<file path="src/rtl/pscvt_pkg.sv">
// Shared types and constants for the PCM sample format converter.
// No dependencies; every rtl file refers to it by scoped names.
`timescale 1ns / 1ps

package pscvt_pkg;

  // Divider geometry: 24-bit significands, 26 quotient bits (24 + guard + 1 extra)
  localparam int SIG_W     = 24;
  localparam int REM_W     = 25;
  localparam int QUO_W     = 26;
  localparam int DIV_CELLS = 26;

  // Register map (index = paddr[3:2])
  localparam logic [1:0] REG_BITS  = 2'd0;
  localparam logic [1:0] REG_BYTES = 2'd1;
  localparam logic [1:0] REG_FMODE = 2'd2;

  // What an item still needs when it leaves the front end
  typedef enum logic [1:0] {
    K_RAW,   // word is the final raw result
    K_FLT,   // word is the final float result
    K_PLAY,  // float-to-int: mant/expo still need the integer shift
    K_DIV    // int-to-float: quotient comes from the divider cells
  } kind_t;

  // Item payload carried alongside the divider data
  typedef struct packed {
    kind_t       kind;
    logic [31:0] word;
    logic        sgn;
    logic        nan;
    logic        inf;
    logic        zero;
    logic [24:0] mant;
    logic [9:0]  expo;   // two's complement
  } side_t;

  // Decoded configuration shared by all stages
  typedef struct packed {
    logic [4:0]  m;        // effective sample bits - 1
    logic        pow2;     // full scale rounds to 2^m in single precision
    logic [2:0]  nbytes;   // effective container bytes, 1..4
    logic [31:0] mask;     // container byte mask
    logic        fmode;
    logic [23:0] divisor;  // (2^m - 1) normalized to 24 bits
  } cfg_t;

endpackage

</file>
<file path="src/rtl/pscvt_div_cell.sv">
// One restoring-division cell: one quotient bit per cell, elastic register.
// Depends on pscvt_pkg.
`timescale 1ns / 1ps

module pscvt_div_cell (
  input  logic              clk,
  input  logic              rst_n,
  input  logic [23:0]       divisor,
  input  logic              up_valid,
  output logic              up_ready,
  input  logic [24:0]       up_rem,
  input  logic [25:0]       up_quo,
  input  pscvt_pkg::side_t  up_side,
  output logic              dn_valid,
  input  logic              dn_ready,
  output logic [24:0]       dn_rem,
  output logic [25:0]       dn_quo,
  output pscvt_pkg::side_t  dn_side
);

  logic              valid_r;
  logic [24:0]       rem_r, rem_nxt;
  logic [25:0]       quo_r, quo_nxt;
  pscvt_pkg::side_t  side_r;
  logic              en, ge;
  logic [24:0]       diff;

  // compare-subtract, then shift the partial remainder
  always_comb begin
    ge      = up_rem >= {1'b0, divisor};
    diff    = ge ? (up_rem - {1'b0, divisor}) : up_rem;
    rem_nxt = {diff[23:0], 1'b0};
    quo_nxt = {up_quo[24:0], ge};
  end

  assign en       = !valid_r || dn_ready;
  assign up_ready = en;
  assign dn_valid = valid_r;
  assign dn_rem   = rem_r;
  assign dn_quo   = quo_r;
  assign dn_side  = side_r;

  always_ff @(posedge clk) begin
    if (!rst_n) begin
      valid_r <= 1'b0;
    end else if (en) begin
      valid_r <= up_valid;
    end
  end

  always_ff @(posedge clk) begin
    if (en && up_valid) begin
      rem_r  <= rem_nxt;
      quo_r  <= quo_nxt;
      side_r <= up_side;
    end
  end

endmodule

</file>
<file path="config.mk">
export PLATFORM = sky130hd
export DESIGN_NAME = pscvt_div_cell
export DESIGN_NICKNAME = d
export VERILOG_FILES = /design/src/rtl/pscvt_pkg.sv /design/src/rtl/pscvt_div_cell.sv
export SDC_FILE = /design/constraint.sdc
export NUM_CORES = 1
export LEC_CHECK = 0
export ABC_AREA = 0
export CORE_MARGIN = 4
export CORE_UTILIZATION = 53
export CTS_CLUSTER_SIZE = 10
export DETAILED_ROUTE_END_ITERATION = 10
export DONT_BUFFER_PORTS = 1
export GPL_TIMING_DRIVEN = 1
export PLACE_DENSITY = 0.73
export SYNTH_ARGS = -nofsm -noshare
export SYNTH_HDL_FRONTEND = slang
export SYNTH_SLANG_ARGS = --single-unit
</file>
<file path="constraint.sdc">
create_clock -name clk -period 4.1 [get_ports clk]
set_clock_uncertainty 0.2 [all_clocks]
set_input_delay 0.205 -clock clk [delete_from_list [all_inputs] [get_ports clk]]
set_output_delay 0.205 -clock clk [all_outputs]
set_load 0.01 [all_outputs]
</file>
==> metrics, run 1 <==
ys flop type=edfxtp_1; Root Buffer=clkbuf_8; GPL Wtd Cong=0.914; TritonCTS Buffers=17; Synth Instances=404; die height=112 um; Fail Step=4_1_cts; Mapped Area=5730 sq um; setup repair bufs after CTS=0; async set-reset flop share out of synthesis=0; top cells by count, synth=edfxtp_1 (123), inv_1 (39), ha_1 (24); Die W=112 um; buffers added on ports=0; status=stopped before the end; most common cell in the netlist=edfxtp_1; First Err=[ERROR RSZ-0060] Max buffer count reached.; YS warnings=0; Resize count post-CTS=0; sequential element share of the synthesized area=0.648; # clock sinks=124; top cells by area, synth=edfxtp_1 (64%), ha_1 (5.2%), inv_1 (2.6%); top cell type's share of synthesized area=0.645; Mapped Avg Cell Area=14.2 sq um; largest area contributor in the netlist=edfxtp_1; hold_buf cts=113; H-tree Lvls=4; Std-Cell Rows=37; Syn Nets=581; post-DP HPWL=11,600 um; distinct cell type count after synthesis=63; CTS Buffer Depth=2; Post-synth EDFFs=123; number of synthesized register bits=124; IO Count=278; Initial Utilization=0.550
## logic make-up after synthesis
group,Yosys count,synth area share
flops,124,0.648
compound gates,98,0.133
simple gates,77,0.0692
buf+inv,52,0.0432
fa+ha+maj,25,0.0559
mux,16,0.0332
xor+xnor,11,0.0168
other cells,1,0.000655
## per-stage QoR
| step | std cells | setup slack [ns] | cell area, sq um |
|---|---|---|---|
| global placement | 531 | 1.05 | 5830 |
| floorplan | 404 | 0.0538 | 5730 |
| detailed placement | 531 | 1.03 | 5830 |
==> inputs of run 2 (changes only) <==
--- a/config.mk
+++ b/config.mk
@@ -7,12 +7,11 @@
 export LEC_CHECK = 0
 export ABC_AREA = 0
 export CORE_MARGIN = 4
-export CORE_UTILIZATION = 53
-export CTS_CLUSTER_SIZE = 10
+export CORE_UTILIZATION = 38
 export DETAILED_ROUTE_END_ITERATION = 10
 export DONT_BUFFER_PORTS = 1
 export GPL_TIMING_DRIVEN = 1
-export PLACE_DENSITY = 0.73
+export PLACE_DENSITY_LB_ADDON = 0.15
 export SYNTH_ARGS = -nofsm -noshare
 export SYNTH_HDL_FRONTEND = slang
 export SYNTH_SLANG_ARGS = --single-unit
==> constraint.sdc (replaced) <==
create_clock -name clk -period 5.35 [get_ports clk]
set_clock_uncertainty 0.2 [all_clocks]
set_input_delay 0.2675 -clock clk [delete_from_list [all_inputs] [get_ports clk]]
set_output_delay 0.2675 -clock clk [all_outputs]
set_load 0.01 [all_outputs]
==> metrics, run 2 <==
Slew Viols, Final=0; Synth Instances=404 (unchanged); Inserted Diodes=0; Final setup viols=0; buffers added on ports=0 (unchanged); top cell type's share of synthesized area=0.645 (unchanged); Die W=131 um (+17%); die height=131 um (+17%); drt drc=0; Final ANT Viol Nets=0; Design Power=2.74 mW; area delta synth->final=34.5%; Post-synth EDFFs=123 (unchanged); Setup TNS Final=0 ns; gr usage total=0.182; status=finished clean; max-cap violations=0; Largest register FFs=73; worst hold stages=2; Mapped Avg Cell Area=14.2 sq um (unchanged); Starting DRT DRC Count=147; Initial DRT Pass Iterations=4; dpl cells=578 (+8.9%); crit path DAT=3.51 ns; Die Footprint=17,100 sq um; Layout Nets=712; Lkg Pwr=2.90 nW; worst min path class=input port to register; Std-Cell Rows=44 (+19%); first-pass GRT wire length=22,900 um; post-DP HPWL=11,500 um (-1.4%); Pwr Density=356 nW/um^2; Initial Utilization=0.391 (-0.159); FMAX=282 MHz; wire per inst=22.2 um; commonest non-fill, non-tap cells in the layout=edfxtp_1 (123), dlygate4sd3_1 (122), inv_1 (39); Min Hold Slack=0.0234 ns; Syn Nets=581 (unchanged); Max VDD drop=0.214 mV; via count=3,898; most common cell in the netlist=edfxtp_1; # clock sinks=124 (unchanged); Tightest Pin Transition=1.00 ns; share of layout cells above drive strength 1=0.111; number of global-route vias before repair=4,042; Filler cells=1,244; type of the worst setup path=input port to register; YS warnings=0 (unchanged); final setup margin=1.80 ns; Final min period=3.55 ns; initial antenna violation count=0; top cells by count, synth=edfxtp_1 (123), inv_1 (39), ha_1 (24); final hold vios=0; CTS tree=yes; pre-CTS setup slack=1.82 ns (+0.789 ns); Mapped Area=5730 sq um (unchanged); largest net degree at the start of global routing=61; vias per cell=5.33; Register Area=3710 sq um; RSZ-0062 raised after global routing=false; TritonCTS Buffers=17 (unchanged); setup repair bufs after CTS=0 (unchanged); wirelength, routed=16,300 um; max_slew headroom=0.314; CP Launch Type=input port; largest area contributor in the netlist=edfxtp_1; distinct cell type count after synthesis=63 (unchanged); async set-reset flop share out of synthesis=0 (unchanged); number of synthesized register bits=124 (unchanged); ys flop type=edfxtp_1; H-tree Lvls=4 (unchanged); crit path max fanout=18; Core Region=14,600 sq um; Root Buffer=clkbuf_16; worst skew pair latency=0.41 ns; worst path required time=5.31 ns; sequential element share of the synthesized area=0.648 (unchanged); top cells by area, synth=edfxtp_1 (64%), ha_1 (5.2%), inv_1 (2.6%); IO Count=278 (unchanged); CTS Buffer Depth=2 (unchanged); final std cells w/o fill=732; R2R cell count=3; CP endpoint kind=register; GPL Wtd Cong=0.851 (-7.0%); grt ovf=0; area of the multi-input gates=1770 sq um; most common cell after layout, fill and taps aside=edfxtp_1; clock transition at the registers of the reported paths=0.06 ns; Final Cycle Share=0.664
## run 2: cell counts after synthesis
Identical to the previous run, type by type.
## run 2: metrics by stage
step | utilization | cell area [sq um]
3_5_place_dp | 0.402 | 5880
4_1_cts | 0.526 | 7710
2_1_floorplan | - | 5730
5_1_grt | 0.526 | 7710
3_3_place_gp | 0.402 | 5880
6_report | 0.526 | 7710
## run 2: repair_timing
item                      CTS  global route
gates resized for setup     0             0
hold endpoints to repair  121             0
hold buffers              122             0
## run 2: cell families (layout without fill, tap and decap cells)
| kind of cell | Yosys count | count (layout) | synth area share |
|---|---|---|---|
| buf+inv | 52 | 196 | 0.0432 |
| compound gates | 98 | 98 | 0.133 |
| fa+ha+maj | 25 | 25 | 0.0559 |
| xor+xnor | 11 | 11 | 0.0168 |
| flops | 124 | 124 | 0.648 |
| other cells | 1 | 1 | 0.000655 |
| simple gates | 77 | 77 | 0.0692 |
| mux | 16 | 16 | 0.0332 |
## run 2: critical path, stage by stage
cell	delay, ns
dlygate4sd3_1	0.55
inv_1	0.08
ha_1	0.17
and2b_1	0.20
o2111ai_1	0.30
a211oi_2	0.18
a21oi_2	0.57
o31a_1	0.62
inv_6	0.21
mux2_4	0.35
## run 2: metal layers
metal	wire length [um]	part of all wire	GRT usage	vias to the layer above
met5	0	0	0	-
met4	282	0.017	0.0641	0
met3	1320	0.081	0.0671	23
met2	8840	0.54	0.339	183
met1	5820	0.36	0.185	1863
li1	-	-	-	1829
## run 2: layout make-up
| cell class | count | share of cell area |
|---|---|---|
| sequential | 124 | 0.482 |
| tap | 184 | 0.0299 |
| inverter | 40 | 0.0201 |
| clock buffer | 17 | 0.0552 |
| clock inverter | 15 | 0.0229 |
| timing repair buffer | 124 | 0.160 |
| multi-input combinational | 228 | 0.230 |
## run 2: worst paths after layout
check | from | to | slack (ns)
max | up_rem[0] | dn_rem[12] | 1.80
min | up_rem[8] | dn_rem[9] | 0.02
min reg2reg | dn_valid | dn_rem[4] | 0.90
max reg2reg | dn_valid | dn_quo[13] | 3.09
## run 2: where the power goes
group          leakage [nW]  switching [mW]  internal [mW]
Sequential             1.20          0.0663           1.16
Combinational          1.41           0.181          0.167
Clock                 0.290           0.461          0.703
Note: power is estimated with default switching activity, not from simulation.
