<file path="src/rtl/pscvt_pkg.sv">
// Shared types and constants for the PCM sample format converter.
// No dependencies; every rtl file refers to it by scoped names.
`timescale 1ns / 1ps

package pscvt_pkg;

  // Divider geometry: 24-bit significands, 26 quotient bits (24 + guard + 1 extra)
  localparam int SIG_W     = 24;
  localparam int REM_W     = 25;
  localparam int QUO_W     = 26;
  localparam int DIV_CELLS = 26;

  // Register map (index = paddr[3:2])
  localparam logic [1:0] REG_BITS  = 2'd0;
  localparam logic [1:0] REG_BYTES = 2'd1;
  localparam logic [1:0] REG_FMODE = 2'd2;

  // What an item still needs when it leaves the front end
  typedef enum logic [1:0] {
    K_RAW,   // word is the final raw result
    K_FLT,   // word is the final float result
    K_PLAY,  // float-to-int: mant/expo still need the integer shift
    K_DIV    // int-to-float: quotient comes from the divider cells
  } kind_t;

  // Item payload carried alongside the divider data
  typedef struct packed {
    kind_t       kind;
    logic [31:0] word;
    logic        sgn;
    logic        nan;
    logic        inf;
    logic        zero;
    logic [24:0] mant;
    logic [9:0]  expo;   // two's complement
  } side_t;

  // Decoded configuration shared by all stages
  typedef struct packed {
    logic [4:0]  m;        // effective sample bits - 1
    logic        pow2;     // full scale rounds to 2^m in single precision
    logic [2:0]  nbytes;   // effective container bytes, 1..4
    logic [31:0] mask;     // container byte mask
    logic        fmode;
    logic [23:0] divisor;  // (2^m - 1) normalized to 24 bits
  } cfg_t;

endpackage

</file>
<file path="src/rtl/pscvt_front.sv">
// Front end: two elastic stages that decode an item, scale a playback sample
// and normalize/round a capture sample. Depends on pscvt_pkg.
`timescale 1ns / 1ps

module pscvt_front (
  input  logic              clk,
  input  logic              rst_n,
  input  pscvt_pkg::cfg_t   cfg,
  input  logic              up_valid,
  output logic              up_ready,
  input  logic              up_cmd,
  input  logic [31:0]       up_float,
  input  logic [31:0]       up_raw,
  output logic              dn_valid,
  input  logic              dn_ready,
  output logic [24:0]       dn_rem,
  output pscvt_pkg::side_t  dn_side
);

  function automatic logic [2:0] lzc8(input logic [7:0] b);
    logic [2:0] n;
    n = 3'd7;
    for (int i = 0; i < 8; i++) begin
      if (b[i]) n = 3'(7 - i);
    end
    return n;
  endfunction

  // ---------------- stage 1 ----------------
  logic                  s1_valid_r;
  pscvt_pkg::kind_t      s1_kind_r, s1_kind_nxt;
  logic [31:0]           s1_word_r, s1_word_nxt;
  logic [47:0]           s1_prod_r, s1_prod_nxt;
  logic [7:0]            s1_ex_r;
  logic                  s1_sgn_r, s1_sgn_nxt;
  logic                  s1_nan_r, s1_inf_r, s1_zero_r, s1_zero_nxt;
  logic                  s1_pow_r, s1_pow_nxt;
  logic [1:0]            s1_cnt_r, s1_cnt_nxt;
  logic                  s1_en, s2_en;

  logic [7:0]  ex_c;
  logic [23:0] sc_c;
  logic [31:0] v_c, sx_c, mag_c;
  logic        vsgn_c;

  always_comb begin
    ex_c        = up_float[30:23];
    s1_pow_nxt  = cfg.pow2 | up_float[31];
    sc_c        = s1_pow_nxt ? 24'd1 : 24'((25'd1 << cfg.m) - 25'd1);
    // 24 x 24 significand product
    s1_prod_nxt = 48'({1'b1, up_float[22:0]}) * 48'(sc_c);

    v_c = up_raw & cfg.mask;
    case (cfg.nbytes)
      3'd1:    vsgn_c = v_c[7];
      3'd2:    vsgn_c = v_c[15];
      3'd3:    vsgn_c = v_c[23];
      default: vsgn_c = v_c[31];
    endcase
    sx_c  = vsgn_c ? (v_c | ~cfg.mask) : v_c;
    mag_c = vsgn_c ? (~sx_c + 32'd1) : sx_c;

    // coarse normalize by whole bytes
    if (mag_c[31:24] != 8'd0)      s1_cnt_nxt = 2'd0;
    else if (mag_c[23:16] != 8'd0) s1_cnt_nxt = 2'd1;
    else if (mag_c[15:8] != 8'd0)  s1_cnt_nxt = 2'd2;
    else                           s1_cnt_nxt = 2'd3;

    s1_sgn_nxt  = up_cmd ? vsgn_c : up_float[31];
    s1_zero_nxt = up_cmd ? (mag_c == 32'd0) : (ex_c == 8'd0);

    if (!up_cmd) begin
      s1_kind_nxt = cfg.fmode ? pscvt_pkg::K_RAW : pscvt_pkg::K_PLAY;
      s1_word_nxt = up_float & cfg.mask;
    end else begin
      s1_kind_nxt = cfg.fmode ? pscvt_pkg::K_FLT : pscvt_pkg::K_DIV;
      s1_word_nxt = cfg.fmode ? v_c : (mag_c << {s1_cnt_nxt, 3'b000});
    end
  end

  assign s1_en    = !s1_valid_r || s2_en;
  assign up_ready = s1_en;

  always_ff @(posedge clk) begin
    if (!rst_n) begin
      s1_valid_r <= 1'b0;
    end else if (s1_en) begin
      s1_valid_r <= up_valid;
    end
  end

  always_ff @(posedge clk) begin
    if (s1_en && up_valid) begin
      s1_kind_r <= s1_kind_nxt;
      s1_word_r <= s1_word_nxt;
      s1_prod_r <= s1_prod_nxt;
      s1_ex_r   <= ex_c;
      s1_sgn_r  <= s1_sgn_nxt;
      s1_nan_r  <= (ex_c == 8'hFF) && (up_float[22:0] != 23'd0);
      s1_inf_r  <= (ex_c == 8'hFF) && (up_float[22:0] == 23'd0);
      s1_zero_r <= s1_zero_nxt;
      s1_pow_r  <= s1_pow_nxt;
      s1_cnt_r  <= s1_cnt_nxt;
    end
  end

  // ---------------- stage 2 ----------------
  logic              s2_valid_r;
  pscvt_pkg::side_t  s2_side_r, s2_side_nxt;
  logic [24:0]       s2_rem_r, s2_rem_nxt;

  logic [4:0]  k_c, sexp_c, p_c;
  logic [5:0]  km1_c;
  logic [5:0]  lead_c, p1_c;
  logic [47:0] qs_c, stmask_c;
  logic        grd_c, stk_c;
  logic [2:0]  lz8_c;
  logic [31:0] a_c;
  logic [24:0] f_c;
  logic [23:0] fn_c;
  logic [9:0]  bexp_c;

  always_comb begin
    s2_side_nxt      = '0;
    s2_side_nxt.kind = s1_kind_r;
    s2_side_nxt.word = s1_word_r;
    s2_side_nxt.sgn  = s1_sgn_r;
    s2_side_nxt.nan  = s1_nan_r;
    s2_side_nxt.inf  = s1_inf_r;
    s2_side_nxt.zero = s1_zero_r;
    s2_rem_nxt       = '0;

    // playback: round the product to 24 significant bits
    lead_c = 6'(cfg.m) + 6'd23;
    if (s1_pow_r) begin
      k_c    = 5'd0;
      sexp_c = cfg.m;
    end else begin
      k_c    = s1_prod_r[lead_c] ? cfg.m : (cfg.m - 5'd1);
      sexp_c = 5'd0;
    end
    km1_c    = 6'(k_c) - 6'd1;
    qs_c     = s1_prod_r >> k_c;
    stmask_c = (48'd1 << km1_c) - 48'd1;
    grd_c    = (k_c != 5'd0) && s1_prod_r[km1_c];
    stk_c    = (k_c != 5'd0) && ((s1_prod_r & stmask_c) != 48'd0);

    // capture: fine normalize and round to single precision
    lz8_c  = lzc8(s1_word_r[31:24]);
    a_c    = s1_word_r << lz8_c;
    p_c    = 5'd31 - ({s1_cnt_r, 3'b000} + 5'(lz8_c));
    f_c    = {1'b0, a_c[31:8]} + 25'(a_c[7] & ((a_c[6:0] != 7'd0) | a_c[8]));
    if (f_c[24]) begin
      fn_c = 24'h800000;
      p1_c = 6'(p_c) + 6'd1;
    end else begin
      fn_c = f_c[23:0];
      p1_c = 6'(p_c);
    end
    bexp_c = 10'(p1_c) - 10'(cfg.m) + 10'd127;

    case (s1_kind_r)
      pscvt_pkg::K_PLAY: begin
        s2_side_nxt.mant = {1'b0, qs_c[23:0]} + 25'(grd_c & (stk_c | qs_c[0]));
        s2_side_nxt.expo = 10'(k_c) + 10'(s1_ex_r) + 10'(sexp_c) - 10'd150;
      end
      pscvt_pkg::K_DIV: begin
        if (s1_zero_r) begin
          s2_side_nxt.kind = pscvt_pkg::K_FLT;
          s2_side_nxt.word = 32'd0;
        end else if (cfg.pow2) begin
          // division by a power of two is exact
          s2_side_nxt.kind = pscvt_pkg::K_FLT;
          s2_side_nxt.word = {s1_sgn_r, bexp_c[7:0], fn_c[22:0]};
        end else begin
          s2_side_nxt.expo = 10'(p1_c) - 10'(cfg.m);
          s2_rem_nxt       = {1'b0, fn_c};
        end
      end
      default: ;
    endcase
  end

  assign s2_en    = !s2_valid_r || dn_ready;
  assign dn_valid = s2_valid_r;
  assign dn_side  = s2_side_r;
  assign dn_rem   = s2_rem_r;

  always_ff @(posedge clk) begin
    if (!rst_n) begin
      s2_valid_r <= 1'b0;
    end else if (s2_en) begin
      s2_valid_r <= s1_valid_r;
    end
  end

  always_ff @(posedge clk) begin
    if (s2_en && s1_valid_r) begin
      s2_side_r <= s2_side_nxt;
      s2_rem_r  <= s2_rem_nxt;
    end
  end

endmodule

</file>
<file path="config.mk">
export PLATFORM = sky130hd
export DESIGN_NAME = pscvt_front
export DESIGN_NICKNAME = d
export VERILOG_FILES = /design/src/rtl/pscvt_pkg.sv /design/src/rtl/pscvt_front.sv
export SDC_FILE = /design/constraint.sdc
export NUM_CORES = 2
export LEC_CHECK = 0
export BUFFER_PORTS_ARGS = -buffer_cell sky130_fd_sc_hd__buf_2
export CORE_ASPECT_RATIO = 1.4
export CORE_MARGIN = 5
export CORE_UTILIZATION = 55
export DETAILED_ROUTE_END_ITERATION = 10
export PLACE_DENSITY = 0.73
export SYNTH_ARGS = -nofsm -noshare
export SYNTH_HDL_FRONTEND = slang
export SYNTH_SLANG_ARGS = --single-unit
</file>
<file path="constraint.sdc">
create_clock -name clk -period 12.63 [get_ports clk]
set_input_delay 2.526 -clock clk [delete_from_list [all_inputs] [get_ports clk]]
set_output_delay 2.526 -clock clk [all_outputs]
set_load 0.005 [all_outputs]
</file>
==> flow_summary_export.csv <==
group,metric,value,unit
synthesis,synth.distinct_cells,106,
grt,grt_overflow_total,0,
synthesis,synth.cell_area,37400,um^2
setup_path,critical-path-slowest-cell,"nor2_1",
setup_path,crit_path_required_time,12.85,ns
synthesis,post_synth_mux_area_share,8.33,%
final_layout,fin_nets,5192,
routing,vias,32822,
final_layout,fin_util,59.1,%
setup_path,endpoint_kind,"flop",
synthesis,synthSimpleGateAreaFrac,18.0,%
die,die_width,230,um
synthesis,post_synth_inst_count,4266,
setup_path,r2r.worst_path.cells,24,
routing,dr.pass1.iters,8,
clocking,cts_max_level,4,
hold_path,worst_hold_path.num_cells,0,
place,place.gp.congestion,1.03,
die,die_height,318,um
synthesis,synth_seq_cells,196,
sta,period_share,94.2,%
die,core_area,67600,um^2
routing,detail_route.iter0.violations,3125,
synthesis,postSynth.asyncResetShare,0,%
sta,maxClockFrequency,84.0,MHz
clocking,cts-hold-fix-buffers,0,
setup_path,worst-endpoint-arrival,12.12,ns
sta,timing.final.crit_period,11.90,ns
sta,unrepaired_setup_endpoints_after_global_routing,"false",
pwr,p_sw_share,53.1,%
clocking,clk_transition_reported_paths,0.08,ns
sta,timing_max_transition_violations_final,0,
grt,via_count_of_the_first_global_routing_pass,33746,
pwr,power.density,192,nW/um^2
synthesis,synthesized_area_fraction_occupied_by_ao_oa_aoi_and_oai_cells,12.1,%
final_layout,nFillCells,6001,
sta,finalClockSkew,0.0134,ns
place,placed_instances,5194,
setup_path,r2r_setup_slack,4.94,ns
routing,routed_wire_length_per_instance,23.3,um
grt,globalRouteTotalUtil,32.8,%
pwr,comb_power_share,75.9,%
grt,initial_antenna_violation_count,5,
synthesis,synth_nets,5107,
setup_path,reg2reg_to,"dn_side[10]",
setup_path,crit_path_frequent_cell,"fa_1",
routing,routed_via_density,6.28,
setup_path,crit_path_start_kind,"input port",
hold_path,min-delay-start,"s1_inf_r",
final_layout,instances_no_fill,5230,
sta,setup-tns-final,0,ns
place,portBuffers,209,
clocking,post_cts.repair.setup_buffers,0,
die,ios,235,
hold_path,min_path_type,"reg2reg",
synthesis,fraction_of_synthesized_cell_area_in_xor_and_xnor_cells,3.33,%
clocking,clk_root_buffer_cell,"clkbuf_16",
setup_path,launch_instance_of_the_worst_register_to_register_path,"s1_prod_r[31]",
outcome,run_status,"finished, final reports clean",
clocking,clk_path_buf_depth,2,
synthesis,postSynthAreaPerCell,8.76,um^2
final_layout,mostFrequentLayoutCell,"nand2_1",
setup_path,critical_path_class,"in2reg",
synthesis,dominant_combinational_cell_family_by_area_after_synthesis,"adder cells",
clocking,post_cts_resized,0,
clocking,clk_latency,0.47,ns
pwr,proportion_of_power_drawn_by_the_clock_network,7.1,%
synthesis,synth-warning-count,0,
place,detailedPlacementHpwl,96600,um
sta,worst-slew-pin-transition,1.27,ns
pwr,internal-power,3.60,mW
sta,final-hold-violation-count,0,
pwr,worst_ir_drop_vdd,0.000256,V
clocking,numClockSinks,196,
routing,remaining_drc_errors,0,
die,floorplan.initialDensity,55.3,%
die,fp.dieArea,73400,um^2
sta,setup_viol,0,
setup_path,critical-path-max-stage-delay,0.73,ns
pwr,total_leakage_power,18.0,nW
hold_path,hold-path-endpoint,"dn_side[36]",
routing,drt-total-wl,122000,um
synthesis,dominantRegCellSynth,"edfxtp_1",
grt,grt_max_degree,74,
clocking,tritoncts_clock_tree,"done",
synthesis,synth_enable_flop_cells,194,
final_layout,final_cell_mix,"nand2_1, inv_1, fa_1, nor2_1, ha_1",
setup_path,crit_path_max_fanout,10,
synthesis,yosysSeqAreaShare,15.7,%
routing,drtAntennaViolNets,0,
sta,worst_slew_margin_rel,14.2,%
synthesis,yosys.area_share.adder,33.5,%
final_layout,flow.area_growth_from_synthesis,6.78,%
pwr,power.net_switching,4.08,mW
flow_run,maxCapViolations,0,
die,number_of_placement_rows,113,
pwr,power_frac_seq,16.9,%
final_layout,layout-drive-gt1-share,11.4,%
grt,grt_pass1_wl,189000,um
sta,layout_setup_ws,0.731,ns
clocking,cts_buffers,17,
place,dp_slack,0.338,ns
## layout make-up
cell class,count,area [um^2],share of cell area [%]
clock inverters,15,180,0.451
flip-flops and latches,196,5870,14.7
clock buffers,17,425,1.07
well taps,862,1080,2.70
repair buffers,312,1820,4.56
multi-input cells,3204,28200,70.7
diodes,4,10.0,0.0251
inverters,620,2330,5.84
## worst max-delay path by stage
stage	startpoint	to	slack, ns	cells after the start
global placement	cfg[61]	s1_prod_r[41]	0.39	34
CTS	cfg[61]	s1_prod_r[41]	0.80	34
detailed placement	cfg[61]	s1_prod_r[41]	0.34	34
floorplan	cfg[61]	s1_prod_r[41]	0.87	38
global route	cfg[61]	s1_prod_r[41]	0.26	38
finish	cfg[61]	s1_prod_r[41]	0.73	35
## critical path: cells and delay by family
family | cells | cell delay (ns)
xor gates and xnor gates | 1 | 0.08
AOI/OAI and AO/OA | 14 | 2.87
adders and majority gates | 9 | 4.18
and+or+nand+nor | 4 | 1.30
buffers and inverters | 7 | 1.17
## flip-flops by register name, indices dropped and copies added, names as in the netlist
signal and count:
dn_rem 24, dn_side 73, dn_valid 1, s1_cnt_r 2, s1_ex_r 8, s1_inf_r 1
s1_kind_r 2, s1_nan_r 1, s1_pow_r 1, s1_prod_r 48, s1_sgn_r 1, s1_valid_r 1
s1_word_r 32, s1_zero_r 1
## layer usage
layer / vias up / global-route usage [%] / wire, um
met5: - / 0.598 / 69
met1: 15955 / 37.0 / 41400
met4: 4 / 22.5 / 10300
met3: 559 / 5.61 / 10400
li1: 14446 / - / -
met2: 1858 / 56.5 / 59900
## cells in the mapped netlist, types with 79 or more instances
cell	instances	area, um^2
nand2_1	639	2400
inv_1	608	2280
fa_1	490	9810
nor2_1	259	972
ha_1	216	2700
clkbuf_1	202	758
o21ai_0	198	991
edfxtp_1	194	5830
mux2i_1	150	1500
a21oi_1	131	656
nor3_1	122	611
and2_1	111	694
xnor2_1	93	815
nand3_1	79	395
## per-stage QoR
| stage | cell area (um^2) | power [mW] | hold slack (ns) |
|---|---|---|---|
| 2_1_floorplan | 37400 | 5.08 | 0.400 |
| 3_3_place_gp | 39300 | 6.90 | 0.471 |
| 3_5_place_dp | 39300 | 6.99 | 0.462 |
| 4_1_cts | 39900 | 7.57 | 0.492 |
| 5_1_grt | 39900 | 8.25 | 0.509 |
| 6_report | 39900 | 7.68 | 0.503 |
## power by group through the flow
stage               clock network, mW  registers [mW]  logic, mW
finish                          0.547            1.30       5.83
global route                    0.582            1.29       6.38
CTS                             0.555            1.27       5.74
detailed placement                  0            1.28       5.71
global placement                    0            1.28       5.62
floorplan                           0            1.12       3.96
## kinds of logic after synthesis
| kind of cell | Yosys count |
|---|---|
| simple gates | 1447 |
| flops | 196 |
| compound gates | 678 |
| mux | 230 |
| fa+ha+maj | 706 |
| buf+inv | 866 |
| xor+xnor | 142 |
| other cells | 1 |
Power figures use the tool's default switching activity.
