==> src/rtl/pscvt_pkg.sv <==
// Shared types and constants for the PCM sample format converter.
// No dependencies; every rtl file refers to it by scoped names.
`timescale 1ns / 1ps

package pscvt_pkg;

  // Divider geometry: 24-bit significands, 26 quotient bits (24 + guard + 1 extra)
  localparam int SIG_W     = 24;
  localparam int REM_W     = 25;
  localparam int QUO_W     = 26;
  localparam int DIV_CELLS = 26;

  // Register map (index = paddr[3:2])
  localparam logic [1:0] REG_BITS  = 2'd0;
  localparam logic [1:0] REG_BYTES = 2'd1;
  localparam logic [1:0] REG_FMODE = 2'd2;

  // What an item still needs when it leaves the front end
  typedef enum logic [1:0] {
    K_RAW,   // word is the final raw result
    K_FLT,   // word is the final float result
    K_PLAY,  // float-to-int: mant/expo still need the integer shift
    K_DIV    // int-to-float: quotient comes from the divider cells
  } kind_t;

  // Item payload carried alongside the divider data
  typedef struct packed {
    kind_t       kind;
    logic [31:0] word;
    logic        sgn;
    logic        nan;
    logic        inf;
    logic        zero;
    logic [24:0] mant;
    logic [9:0]  expo;   // two's complement
  } side_t;

  // Decoded configuration shared by all stages
  typedef struct packed {
    logic [4:0]  m;        // effective sample bits - 1
    logic        pow2;     // full scale rounds to 2^m in single precision
    logic [2:0]  nbytes;   // effective container bytes, 1..4
    logic [31:0] mask;     // container byte mask
    logic        fmode;
    logic [23:0] divisor;  // (2^m - 1) normalized to 24 bits
  } cfg_t;

endpackage

==> src/rtl/pscvt_back.sv <==
// Output stage: finishes float-to-int shift/saturation and quotient rounding,
// and holds the result item. Depends on pscvt_pkg.
`timescale 1ns / 1ps

module pscvt_back (
  input  logic              clk,
  input  logic              rst_n,
  input  pscvt_pkg::cfg_t   cfg,
  input  logic              up_valid,
  output logic              up_ready,
  input  logic [24:0]       up_rem,
  input  logic [25:0]       up_quo,
  input  pscvt_pkg::side_t  up_side,
  output logic              out_valid,
  input  logic              out_stall,
  output logic [31:0]       out_raw,
  output logic [31:0]       out_float,
  output logic              out_clipped
);

  logic        valid_r;
  logic [31:0] raw_r, raw_nxt, flt_r, flt_nxt;
  logic        clip_r, clip_nxt;
  logic        en;

  logic [9:0]  ne_c, e_c;
  logic [33:0] mag_c;
  logic [31:0] res_c;
  logic [23:0] sig_c;
  logic        g_c, st_c;
  logic [24:0] rs_c;

  always_comb begin
    raw_nxt  = 32'd0;
    flt_nxt  = 32'd0;
    clip_nxt = 1'b0;
    res_c    = 32'd0;
    mag_c    = 34'd0;
    ne_c     = ~up_side.expo + 10'd1;
    e_c      = up_side.expo;

    // quotient rounding (round to nearest even)
    if (up_quo[25]) begin
      sig_c = up_quo[25:2];
      g_c   = up_quo[1];
      st_c  = up_quo[0] | (up_rem != 25'd0);
      e_c   = up_side.expo + 10'd1;
    end else begin
      sig_c = up_quo[24:1];
      g_c   = up_quo[0];
      st_c  = up_rem != 25'd0;
    end
    rs_c = {1'b0, sig_c} + 25'(g_c & (st_c | sig_c[0]));
    if (rs_c[24]) e_c = e_c + 10'd1;
    e_c = e_c + 10'd127;

    // integer magnitude of the rounded product, truncated toward zero
    if (!up_side.expo[9]) begin
      mag_c = 34'(up_side.mant) << up_side.expo[3:0];
    end else begin
      mag_c = 34'(up_side.mant) >> ne_c[4:0];
    end

    case (up_side.kind)
      pscvt_pkg::K_RAW: raw_nxt = up_side.word;
      pscvt_pkg::K_FLT: flt_nxt = up_side.word;
      pscvt_pkg::K_PLAY: begin
        if (up_side.nan) begin
          clip_nxt = 1'b1;
        end else if (up_side.zero) begin
          res_c = 32'd0;
        end else if (up_side.inf || ($signed(up_side.expo) > 10'sd8)) begin
          res_c    = up_side.sgn ? 32'h80000000 : 32'h7FFFFFFF;
          clip_nxt = 1'b1;
        end else if ($signed(up_side.expo) < -10'sd25) begin
          res_c = 32'd0;
        end else if (!up_side.sgn) begin
          if (mag_c >= 34'h080000000) begin
            res_c    = 32'h7FFFFFFF;
            clip_nxt = 1'b1;
          end else begin
            res_c = mag_c[31:0];
          end
        end else begin
          if (mag_c > 34'h080000000) begin
            res_c    = 32'h80000000;
            clip_nxt = 1'b1;
          end else begin
            res_c = ~mag_c[31:0] + 32'd1;
          end
        end
        raw_nxt = res_c & cfg.mask;
      end
      pscvt_pkg::K_DIV: flt_nxt = {up_side.sgn, e_c[7:0], rs_c[22:0]};
      default: ;
    endcase
  end

  assign en          = !valid_r || !out_stall;
  assign up_ready    = en;
  assign out_valid   = valid_r;
  assign out_raw     = raw_r;
  assign out_float   = flt_r;
  assign out_clipped = clip_r;

  always_ff @(posedge clk) begin
    if (!rst_n) begin
      valid_r <= 1'b0;
    end else if (en) begin
      valid_r <= up_valid;
    end
  end

  always_ff @(posedge clk) begin
    if (en && up_valid) begin
      raw_r  <= raw_nxt;
      flt_r  <= flt_nxt;
      clip_r <= clip_nxt;
    end
  end

endmodule

==> config.mk <==
export PLATFORM = sky130hd
export DESIGN_NAME = pscvt_back
export DESIGN_NICKNAME = d
export VERILOG_FILES = /design/src/rtl/pscvt_pkg.sv /design/src/rtl/pscvt_back.sv
export SDC_FILE = /design/constraint.sdc
export NUM_CORES = 1
export LEC_CHECK = 0
export BUFFER_PORTS_ARGS = -buffer_cell sky130_fd_sc_hd__buf_2
export CORE_ASPECT_RATIO = 0.5
export CORE_MARGIN = 2
export CORE_UTILIZATION = 35
export CTS_CLUSTER_SIZE = 10
export DETAILED_ROUTE_END_ITERATION = 8
export PLACE_DENSITY = 0.63
export SLEW_MARGIN = 40
export SYNTH_ARGS = -nofsm -noshare
export SYNTH_HDL_FRONTEND = slang
export SYNTH_SLANG_ARGS = --single-unit
==> constraint.sdc <==
create_clock -name clk -period 6.3 [get_ports clk]
set_clock_uncertainty 0.2 [all_clocks]
set_input_delay 1.26 -clock clk [delete_from_list [all_inputs] [get_ports clk]]
set_output_delay 1.26 -clock clk [all_outputs]
set_load 0.03 [all_outputs]
==> results of run 1 <==
[worst min path at each step]
stage                                       from                endpoint
after global placement    out_valid$_SDFFE_PN0N_  out_valid$_SDFFE_PN0N_
after detailed placement  out_valid$_SDFFE_PN0N_  out_valid$_SDFFE_PN0N_
final                     out_valid$_SDFFE_PN0N_  out_valid$_SDFFE_PN0N_
after CTS                 out_valid$_SDFFE_PN0N_  out_valid$_SDFFE_PN0N_
after global routing      out_valid$_SDFFE_PN0N_  out_valid$_SDFFE_PN0N_
after floorplan           out_valid$_SDFFE_PN0N_  out_valid$_SDFFE_PN0N_
[cells in the mapped netlist (17+ instances only)]
cell and n:
clkbuf_1 38, a22oi_1 18, edfxtp_1 65, a21oi_1 52
nor4_1 17, nor3_1 20, nand4_1 19, xor2_1 27
xnor2_1 47, mux2i_1 76, nand2_1 112, nor2_1 58
o21ai_0 63, nor2b_1 40, mux4_2 22, mux2_2 40
nand3_1 39
[where the power goes]
part           switching (mW)  leakage [nW]  internal (mW)  total (mW)
Sequential            0.00915         0.657          0.521       0.530
Combinational           0.575          3.66          0.347       0.922
Clock                   0.185         0.126          0.261       0.446
[worst reg2reg max path, cell delays in order (launching register included)]
cell	delay (ns)
dfxtp_1	0.32
nand2_1	0.09
and2_2	0.16
buf_6	0.50
[routing by layer]
metal / share of wire (%) / track usage [%] / vias to the layer above
met4: 2.3 / 9.06 / 2
met3: 8.4 / 4.15 / 66
met2: 46 / 42.0 / 556
met1: 43 / 36.2 / 4959
li1: - / - / 4651
met5: 0.033 / 0 / -
[area by class of cell]
class | count | area [um^2] | share of cell area [%]
well taps | 382 | 478 | 4.21
diodes | 5 | 12.5 | 0.110
clock buffers | 11 | 233 | 2.05
multi-input cells | 932 | 7070 | 62.3
flip-flops and latches | 66 | 1970 | 17.4
repair buffers | 268 | 1500 | 13.2
inverters | 16 | 60.1 | 0.529
clock inverters | 5 | 21.3 | 0.187
[flip-flops by register name (all words and copies together), names as in the netlist]
| name | flops |
|---|---|
| out_clipped | 1 |
| out_float | 32 |
| out_raw | 32 |
| out_valid | 1 |
[cells by family (layout without fill, tap and decap cells)]
family / count (synthesis) / count (layout) / synth area share, %
buffers and inverters: 105 / 300 / 7.18
adders and majority gates: 6 / 6 / 0.773
AOI/OAI and AO/OA: 297 / 297 / 21.8
xor gates and xnor gates: 74 / 74 / 6.68
DFF: 66 / 66 / 20.3
muxes: 150 / 150 / 20.7
and+or+nand+nor: 405 / 405 / 22.5
other: 0 / 5 / 0
[per-stage QoR]
| step | hold WS, ns | util [%] |
|---|---|---|
| finish | 0.337 | 41.3 |
| CTS | 0.337 | 41.2 |
| global placement | 0.303 | 40.2 |
| global route | 0.367 | 41.3 |
| detailed placement | 0.328 | 40.2 |
| floorplan | 0.449 | - |
==> flow_metrics.env, run 1 <==
export IMPL_status="finished clean"
export IMPL_final_nets=1493
export IMPL_r2r_start="out_valid$_SDFFE_PN0N_"
export IMPL_critPathKind="input pin to register"
export IMPL_die_w_um=240
export IMPL_cp_max_fo=36
export IMPL_die_h_um=122
export IMPL_crit_chain="buf_2, inv_1, ha_1, buf_12, mux2i_1, mux4_2, o221ai_1, nor2_1, ha_1, inv_1, a221oi_2, nand2_1, o41a_1, a21bo_1, a211oi_2, a221o_1"
export IMPL_end_kind="register"
export IMPL_drtIter0Drc=1223
export IMPL_netlist_top_cells_area="edfxtp_1 20%, mux2i_1 7.8%, mux4_2 5.1%, mux2_2 4.6%, nand2_1 4.3%"
export IMPL_startpoint_type="input pin"
export IMPL_final_cell_mix="226 x buf_2, 112 x nand2_1, 76 x mux2i_1, 65 x edfxtp_1, 62 x o21ai_0"
export IMPL_async_reset_ff_share_pct=0
export IMPL_stdcell_count=1685
export IMPL_synth_nets=1303
export IMPL_ant_nets=0
export IMPL_slowest_delay_ns=0.64
export IMPL_netlist_instances=1103
export IMPL_synth_edff_count=65
export IMPL_cts_buffers=9
export IMPL_clockBufferDepth=2
export IMPL_critical_path_endpoint="out_raw[11]$_DFFE_PP_"
export IMPL_rsz0062_at_grt="false"
export IMPL_synth_area_per_cell_um2=8.80
export IMPL_holdBufCountCts=0
export IMPL_cp_required_ns=6.30
export IMPL_cts_resized_gates=0
export IMPL_io_pins=261
export IMPL_post_cts_buffers=0
export IMPL_cp_startpoint="up_side[0]"
export IMPL_synth_top_area_cell="edfxtp_1"
export IMPL_place_inst=1664
export IMPL_rows=43
export IMPL_p_per_area_nw_per_um2=167
export IMPL_fill_cells=2799
export IMPL_r2r_setup_slack_ns=4.64
export IMPL_path_clk_slew_ns=0.05
export IMPL_cellLeakagePower_nw=4.44
export IMPL_drv_cap=0
export IMPL_place_congestion=0.972
export IMPL_core_area_um2=27500
export IMPL_dr_pass1_iters=5
export IMPL_portBuffers=226
export IMPL_grt_max_degree=66
export IMPL_insertion_delay_ns=0.34
export IMPL_reg2regPathDepth=3
export IMPL_tns_ns=0
export IMPL_drc=0
export IMPL_timing_final_crit_period_ns=5.69
export IMPL_cts_tree="done"
export IMPL_vias=10234
export IMPL_slew_headroom_pct=45.8
export IMPL_finalHoldViolCount=0
export IMPL_grt_overflow_total=0
export IMPL_drt_total_wl_mm=39.2
export IMPL_dieArea_um2=29200
export IMPL_htree_levels=3
export IMPL_placed_cell_area_um2=11100
export IMPL_root_buffer="clkbuf_16"
export IMPL_clock_sinks=66
export IMPL_grt_pass1_wl_mm=58.3
export IMPL_synth_ff_type="edfxtp_1"
export IMPL_yosysTopAreaCellShare_pct=20.1
export IMPL_grt_total_usage_pct=26.3
export IMPL_cp_arrival_ns=5.69
export IMPL_detail_route_wl_per_cell_um=23.3
export IMPL_syn2layout_area_growth_pct=16.9
export IMPL_finalSetupViolCount=0
export IMPL_worstMarginPinSlew_ns=0.813
export IMPL_start_util_pct=35.3
export IMPL_holdPathStages=2
export IMPL_slew_viol_final=0
export IMPL_netlist_area_um2=9710
export IMPL_fmax_ghz=0.176
export IMPL_synth_seq_area_share_pct=20.3
export IMPL_crit_family="compound AO/OA/AOI/OAI gates"
export IMPL_fin_total_pwr_mw=1.90
export IMPL_ir_drop_uv=108
export IMPL_path_buf_inv=4
export IMPL_pre_cts_ws_ns=0.395
export IMPL_cp_depth=16
export IMPL_grt_pass1_vias=9767
export IMPL_avgViaCountPerCell=6.07
export IMPL_ys_ff_latch=66
export IMPL_drive_above_1_share_pct=30.4
export IMPL_r2r_end="out_float[25]$_DFFE_PP_"
export IMPL_yosys_warnings=0
export IMPL_cp_slowest_cell="o41a_1"
export IMPL_hold_path_class="register to register"
export IMPL_dp_hpwl_mm=30.7
export IMPL_stdcell_area_um2=11300
export IMPL_final_common_cell="buf_2"
export IMPL_fin_crit_sh_pct=90.3
export IMPL_antenna_found_initial=6
export IMPL_layout_setup_ws_ns=0.613
export IMPL_ys_types=108
(Power assumes the default switching activity.)
==> run 2: changes to the inputs <==
Settings changed: CORE_MARGIN 2 to not set, MAX_ROUTING_LAYER set to met4.
==> run 2 against run 1 <==
Hold slack improved by 0.0049 ns. Total power is 2.1% higher. Clock-buffer cell count increased by 1. Non-clock buffer count fell by 1. First-iteration DRC count increased by 17%. Sequential share of layout area barely moved. Sequential power about the same. Largest cell class unchanged. Cell area shrank 0.14%. Core utilization is 0.92 points higher. Register-to-register slack about the same. Via count about the same.
==> flow_metrics.env, run 2 (same netlist as run 1, synthesis figures left out) <==
export IMPL_pre_cts_ws_ns=0.397
export IMPL_fin_total_pwr_mw=1.94
export IMPL_fin_crit_sh_pct=89.8
export IMPL_grt_pass1_vias=9419
export IMPL_cp_required_ns=6.17
export IMPL_rows=42
export IMPL_holdPathStages=2
export IMPL_placed_cell_area_um2=11000
export IMPL_core_area_um2=26900
export IMPL_tns_ns=0
export IMPL_insertion_delay_ns=0.34
export IMPL_root_buffer="clkbuf_16"
export IMPL_post_cts_buffers=0
export IMPL_ir_drop_uv=110
export IMPL_clock_sinks=66
export IMPL_finalSetupViolCount=0
export IMPL_reg2regPathDepth=3
export IMPL_fmax_ghz=0.177
export IMPL_avgViaCountPerCell=6.11
export IMPL_cp_arrival_ns=5.53
export IMPL_final_common_cell="buf_2"
export IMPL_detail_route_wl_per_cell_um=23.2
export IMPL_die_h_um=120
export IMPL_drc=0
export IMPL_slew_headroom_pct=46.5
export IMPL_finalHoldViolCount=0
export IMPL_cts_resized_gates=0
export IMPL_layout_setup_ws_ns=0.641
export IMPL_die_w_um=238
export IMPL_drt_total_wl_mm=38.8
export IMPL_drive_above_1_share_pct=30.3
export IMPL_rsz0062_at_grt="false"
export IMPL_antenna_found_initial=4
export IMPL_cts_tree="done"
export IMPL_grt_max_degree=66
export IMPL_cts_buffers=9
export IMPL_final_nets=1492
export IMPL_startpoint_type="input pin"
export IMPL_dr_pass1_iters=6
export IMPL_holdBufCountCts=0
export IMPL_path_clk_slew_ns=0.06
export IMPL_place_congestion=1.00
export IMPL_stdcell_count=1676
export IMPL_drv_cap=0
export IMPL_final_util_pct=42.2
export IMPL_whs_endpoint="out_valid$_SDFFE_PN0N_"
export IMPL_slew_viol_final=0
export IMPL_r2r_end="out_float[29]$_DFFE_PP_"
export IMPL_grt_total_usage_pct=27.2
export IMPL_dp_hpwl_mm=30.3
export IMPL_stdcell_area_um2=11300
export IMPL_min_from="out_valid$_SDFFE_PN0N_"
export IMPL_drtIter0Drc=1425
export IMPL_grt_overflow_total=0
export IMPL_clockBufferDepth=2
export IMPL_vias=10235
export IMPL_io_pins=261
export IMPL_grt_pass1_wl_mm=57.5
export IMPL_p_per_area_nw_per_um2=171
export IMPL_hold_path_class="register to register"
export IMPL_whs_ns=0.342
export IMPL_ant_nets=0
export IMPL_place_inst=1655
export IMPL_portBuffers=226
export IMPL_r2r_setup_slack_ns=4.64
export IMPL_syn2layout_area_growth_pct=16.7
export IMPL_cellLeakagePower_nw=4.44
export IMPL_critPathKind="input pin to register"
export IMPL_r2r_start="out_valid$_SDFFE_PN0N_"
export IMPL_start_util_pct=36.1
export IMPL_end_kind="register"
export IMPL_dieArea_um2=28400
export IMPL_htree_levels=3
export IMPL_timing_final_crit_period_ns=5.66
export IMPL_final_cell_mix="227 x buf_2, 112 x nand2_1, 76 x mux2i_1, 65 x edfxtp_1, 62 x o21ai_0"
export IMPL_worstMarginPinSlew_ns=0.797
export IMPL_status="finished clean"
export IMPL_cp_max_fo=36
==> run 2: cell count changes in the layout (fill, tap and decap cells not counted), sizes merged <==
cell	change
clkbuf	+1
bufinv	+1
buf	-1
clkinv	-2
==> run 2: layout make-up <==
cell class	count	area, um^2
Antenna cell	5	12.5
Clock buffer	12	236
Clock inverter	4	42.5
Fill cell	2675	15500
Inverter	16	60.1
Multi-Input combinational cell	932	7070
Sequential cell	66	1970
Tap cell	374	468
Timing Repair Buffer	267	1470
==> run 2: power by group <==
group / switching [mW] / leakage (nW) / internal, mW / total [mW]
Sequential: 0.00914 / 0.657 / 0.521 / 0.530
Clock: 0.196 / 0.136 / 0.304 / 0.499
Combinational: 0.566 / 3.65 / 0.343 / 0.909
Total: 0.771 / 4.44 / 1.17 / 1.94
==> run 2: worst max-delay path: stages <==
cell and delay, ns:
buf_2 0.26, inv_1 0.10, ha_1 0.33, buf_12 0.23
mux2_2 0.43, mux4_2 0.50, nand4_1 0.16, o2111a_1 0.36
o2111a_1 0.31, nand4_1 0.13, buf_4 0.21, or3_1 0.51
or4_1 0.45, a21oi_1 0.17, o31ai_1 0.09
==> run 2: layer usage <==
layer	global-route usage (%)	wire, um	vias to the layer above
li1	-	-	4656
met1	37.6	17600	5015
met2	42.0	17300	504
met3	3.66	2990	60
met4	6.94	941	0
met5	-	0	-
==> run 2: worst max path at each step <==
stage,start,end,slack (ns)
after floorplan,up_side[0],out_raw[20]$_DFFE_PP_,0.01
after global placement,up_side[0],out_raw[19]$_DFFE_PP_,0.42
after detailed placement,up_side[0],out_raw[19]$_DFFE_PP_,0.40
after CTS,up_side[0],out_raw[19]$_DFFE_PP_,0.74
after global routing,up_side[0],out_raw[19]$_DFFE_PP_,0.48
final,up_side[0],out_raw[19]$_DFFE_PP_,0.64
==> run 3: changes to the inputs <==
Settings changed: CORE_ASPECT_RATIO 0.5 to 1.4.
==> run 3 against run 2 <==
Worst setup slack lost 0.18 ns. Clock power grew 1%. Via count shrank 2.0%. Sequential power is essentially flat. Largest power group unchanged. Critical endpoint is now out_raw[16]$_DFFE_PP_. Hold slack lost 0.012 ns. Non-clock buffer count grew 6. Sequential cell count is the same. Highest routed layer unchanged. Register-to-register slack gained 0.03 ns. Wire length shrank 3.4%.
==> flow_metrics.env, run 3 (same netlist as run 1, synthesis figures left out) <==
export IMPL_status="finished clean"
export IMPL_fin_total_pwr_mw=1.93
export IMPL_syn2layout_area_growth_pct=16.7
export IMPL_rows=71
export IMPL_finalSetupViolCount=0
export IMPL_pre_cts_ws_ns=0.229
export IMPL_cp_required_ns=6.31
export IMPL_slew_headroom_pct=45.0
export IMPL_cp_arrival_ns=5.85
export IMPL_slew_viol_final=0
export IMPL_insertion_delay_ns=0.33
export IMPL_cts_tree="done"
export IMPL_final_cell_mix="226 x buf_2, 112 x nand2_1, 76 x mux2i_1, 65 x edfxtp_1, 62 x o21ai_0"
export IMPL_io_pins=261
export IMPL_whs_endpoint="out_valid$_SDFFE_PN0N_"
export IMPL_drv_cap=0
export IMPL_dp_hpwl_mm=30.1
export IMPL_grt_total_usage_pct=26.7
export IMPL_drt_total_wl_mm=37.5
export IMPL_fmax_ghz=0.171
export IMPL_grt_max_degree=66
export IMPL_die_h_um=199
export IMPL_cts_buffers=9
export IMPL_critPathKind="input pin to register"
export IMPL_post_cts_buffers=0
export IMPL_clockBufferDepth=2
export IMPL_startpoint_type="input pin"
export IMPL_holdPathStages=2
export IMPL_layout_setup_ws_ns=0.458
export IMPL_worstMarginPinSlew_ns=0.824
export IMPL_final_common_cell="buf_2"
export IMPL_stdcell_count=1671
export IMPL_grt_pass1_wl_mm=55.5
export IMPL_cts_resized_gates=0
export IMPL_final_nets=1498
export IMPL_min_from="out_valid$_SDFFE_PN0N_"
export IMPL_timing_final_crit_period_ns=5.84
export IMPL_portBuffers=226
export IMPL_die_w_um=143
export IMPL_dieArea_um2=28400
export IMPL_grt_pass1_vias=9424
export IMPL_r2r_start="out_valid$_SDFFE_PN0N_"
export IMPL_dr_pass1_iters=5
export IMPL_detail_route_wl_per_cell_um=22.4
export IMPL_avgViaCountPerCell=6.00
export IMPL_drive_above_1_share_pct=30.5
export IMPL_drc=0
export IMPL_ir_drop_uv=110
export IMPL_rsz0062_at_grt="false"
export IMPL_vias=10028
export IMPL_place_inst=1652
export IMPL_antenna_found_initial=1
export IMPL_htree_levels=3
export IMPL_start_util_pct=35.8
export IMPL_clock_sinks=66
export IMPL_grt_overflow_total=0
export IMPL_cellLeakagePower_nw=4.46
export IMPL_r2r_setup_slack_ns=4.67
export IMPL_p_per_area_nw_per_um2=171
export IMPL_path_clk_slew_ns=0.06
export IMPL_tns_ns=0
export IMPL_hold_path_class="register to register"
export IMPL_root_buffer="clkbuf_16"
export IMPL_fill_cells=2757
export IMPL_drtIter0Drc=801
export IMPL_ant_nets=0
export IMPL_core_area_um2=27100
export IMPL_fin_crit_sh_pct=92.7
export IMPL_r2r_end="out_float[30]$_DFFE_PP_"
export IMPL_holdBufCountCts=0
export IMPL_finalHoldViolCount=0
export IMPL_place_congestion=0.940
export IMPL_end_kind="register"
export IMPL_reg2regPathDepth=3
export IMPL_cp_max_fo=15
run 3: power breakdown:
part,switching (mW),leakage (nW),total (mW),internal (mW)
Sequential,0.0101,0.657,0.531,0.521
Clock,0.198,0.139,0.505,0.307
Combinational,0.555,3.66,0.896,0.341
Total,0.764,4.46,1.93,1.17
run 3: through the flow:
step / area [um^2] / utilization [%] / hold WS [ns]
floorplan: 9710 / - / 0.449
global placement: 11000 / 40.7 / 0.308
detailed placement: 11000 / 40.7 / 0.325
CTS: 11300 / 41.8 / 0.332
global route: 11300 / 41.8 / 0.380
finish: 11300 / 41.8 / 0.329
run 3: how the worst max path moves through the flow:
stage	slack (ns)	start	cells past startpoint	end
final	0.46	up_side[0]	16	out_raw[16]$_DFFE_PP_
after global routing	0.20	up_side[0]	17	out_raw[21]$_DFFE_PP_
after CTS	0.55	up_side[0]	16	out_raw[16]$_DFFE_PP_
after detailed placement	0.23	up_side[0]	16	out_raw[16]$_DFFE_PP_
after global placement	0.29	up_side[0]	18	out_raw[16]$_DFFE_PP_
after floorplan	0.01	up_side[0]	24	out_raw[20]$_DFFE_PP_
run 3: final cells by class:
cell class	instances	area [um^2]	share of cell area (%)
timing repair buffer	273	1480	13.1
multi-input combinational	932	7050	62.2
antenna	3	7.51	0.0663
tap	365	457	4.03
inverter	16	60.1	0.530
clock buffer	10	229	2.02
sequential	66	1970	17.4
clock inverter	6	67.6	0.596
run 3: layer usage:
metal	vias to the layer above	part of all wire, %	wire length, um	global-route usage [%]
met3	87	6.3	2380	2.79
met1	4788	39	14500	29.6
li1	4653	-	-	-
met5	-	0	0	-
met2	500	50	18700	46.8
met4	0	5.2	1940	14.7
run 3: critical path, cell delays in order:
cell and delay, ns:
buf_2 0.10, inv_1 0.05, ha_1 0.49, buf_4 0.31, mux2i_1 0.31, mux4_2 0.39
o221ai_1 0.14, nor2_1 0.31, ha_1 0.28, inv_1 0.07, a221oi_2 0.29, nand2_1 0.18
o41a_1 0.58, a21bo_1 0.40, o21ai_0 0.49, buf_4 0.19
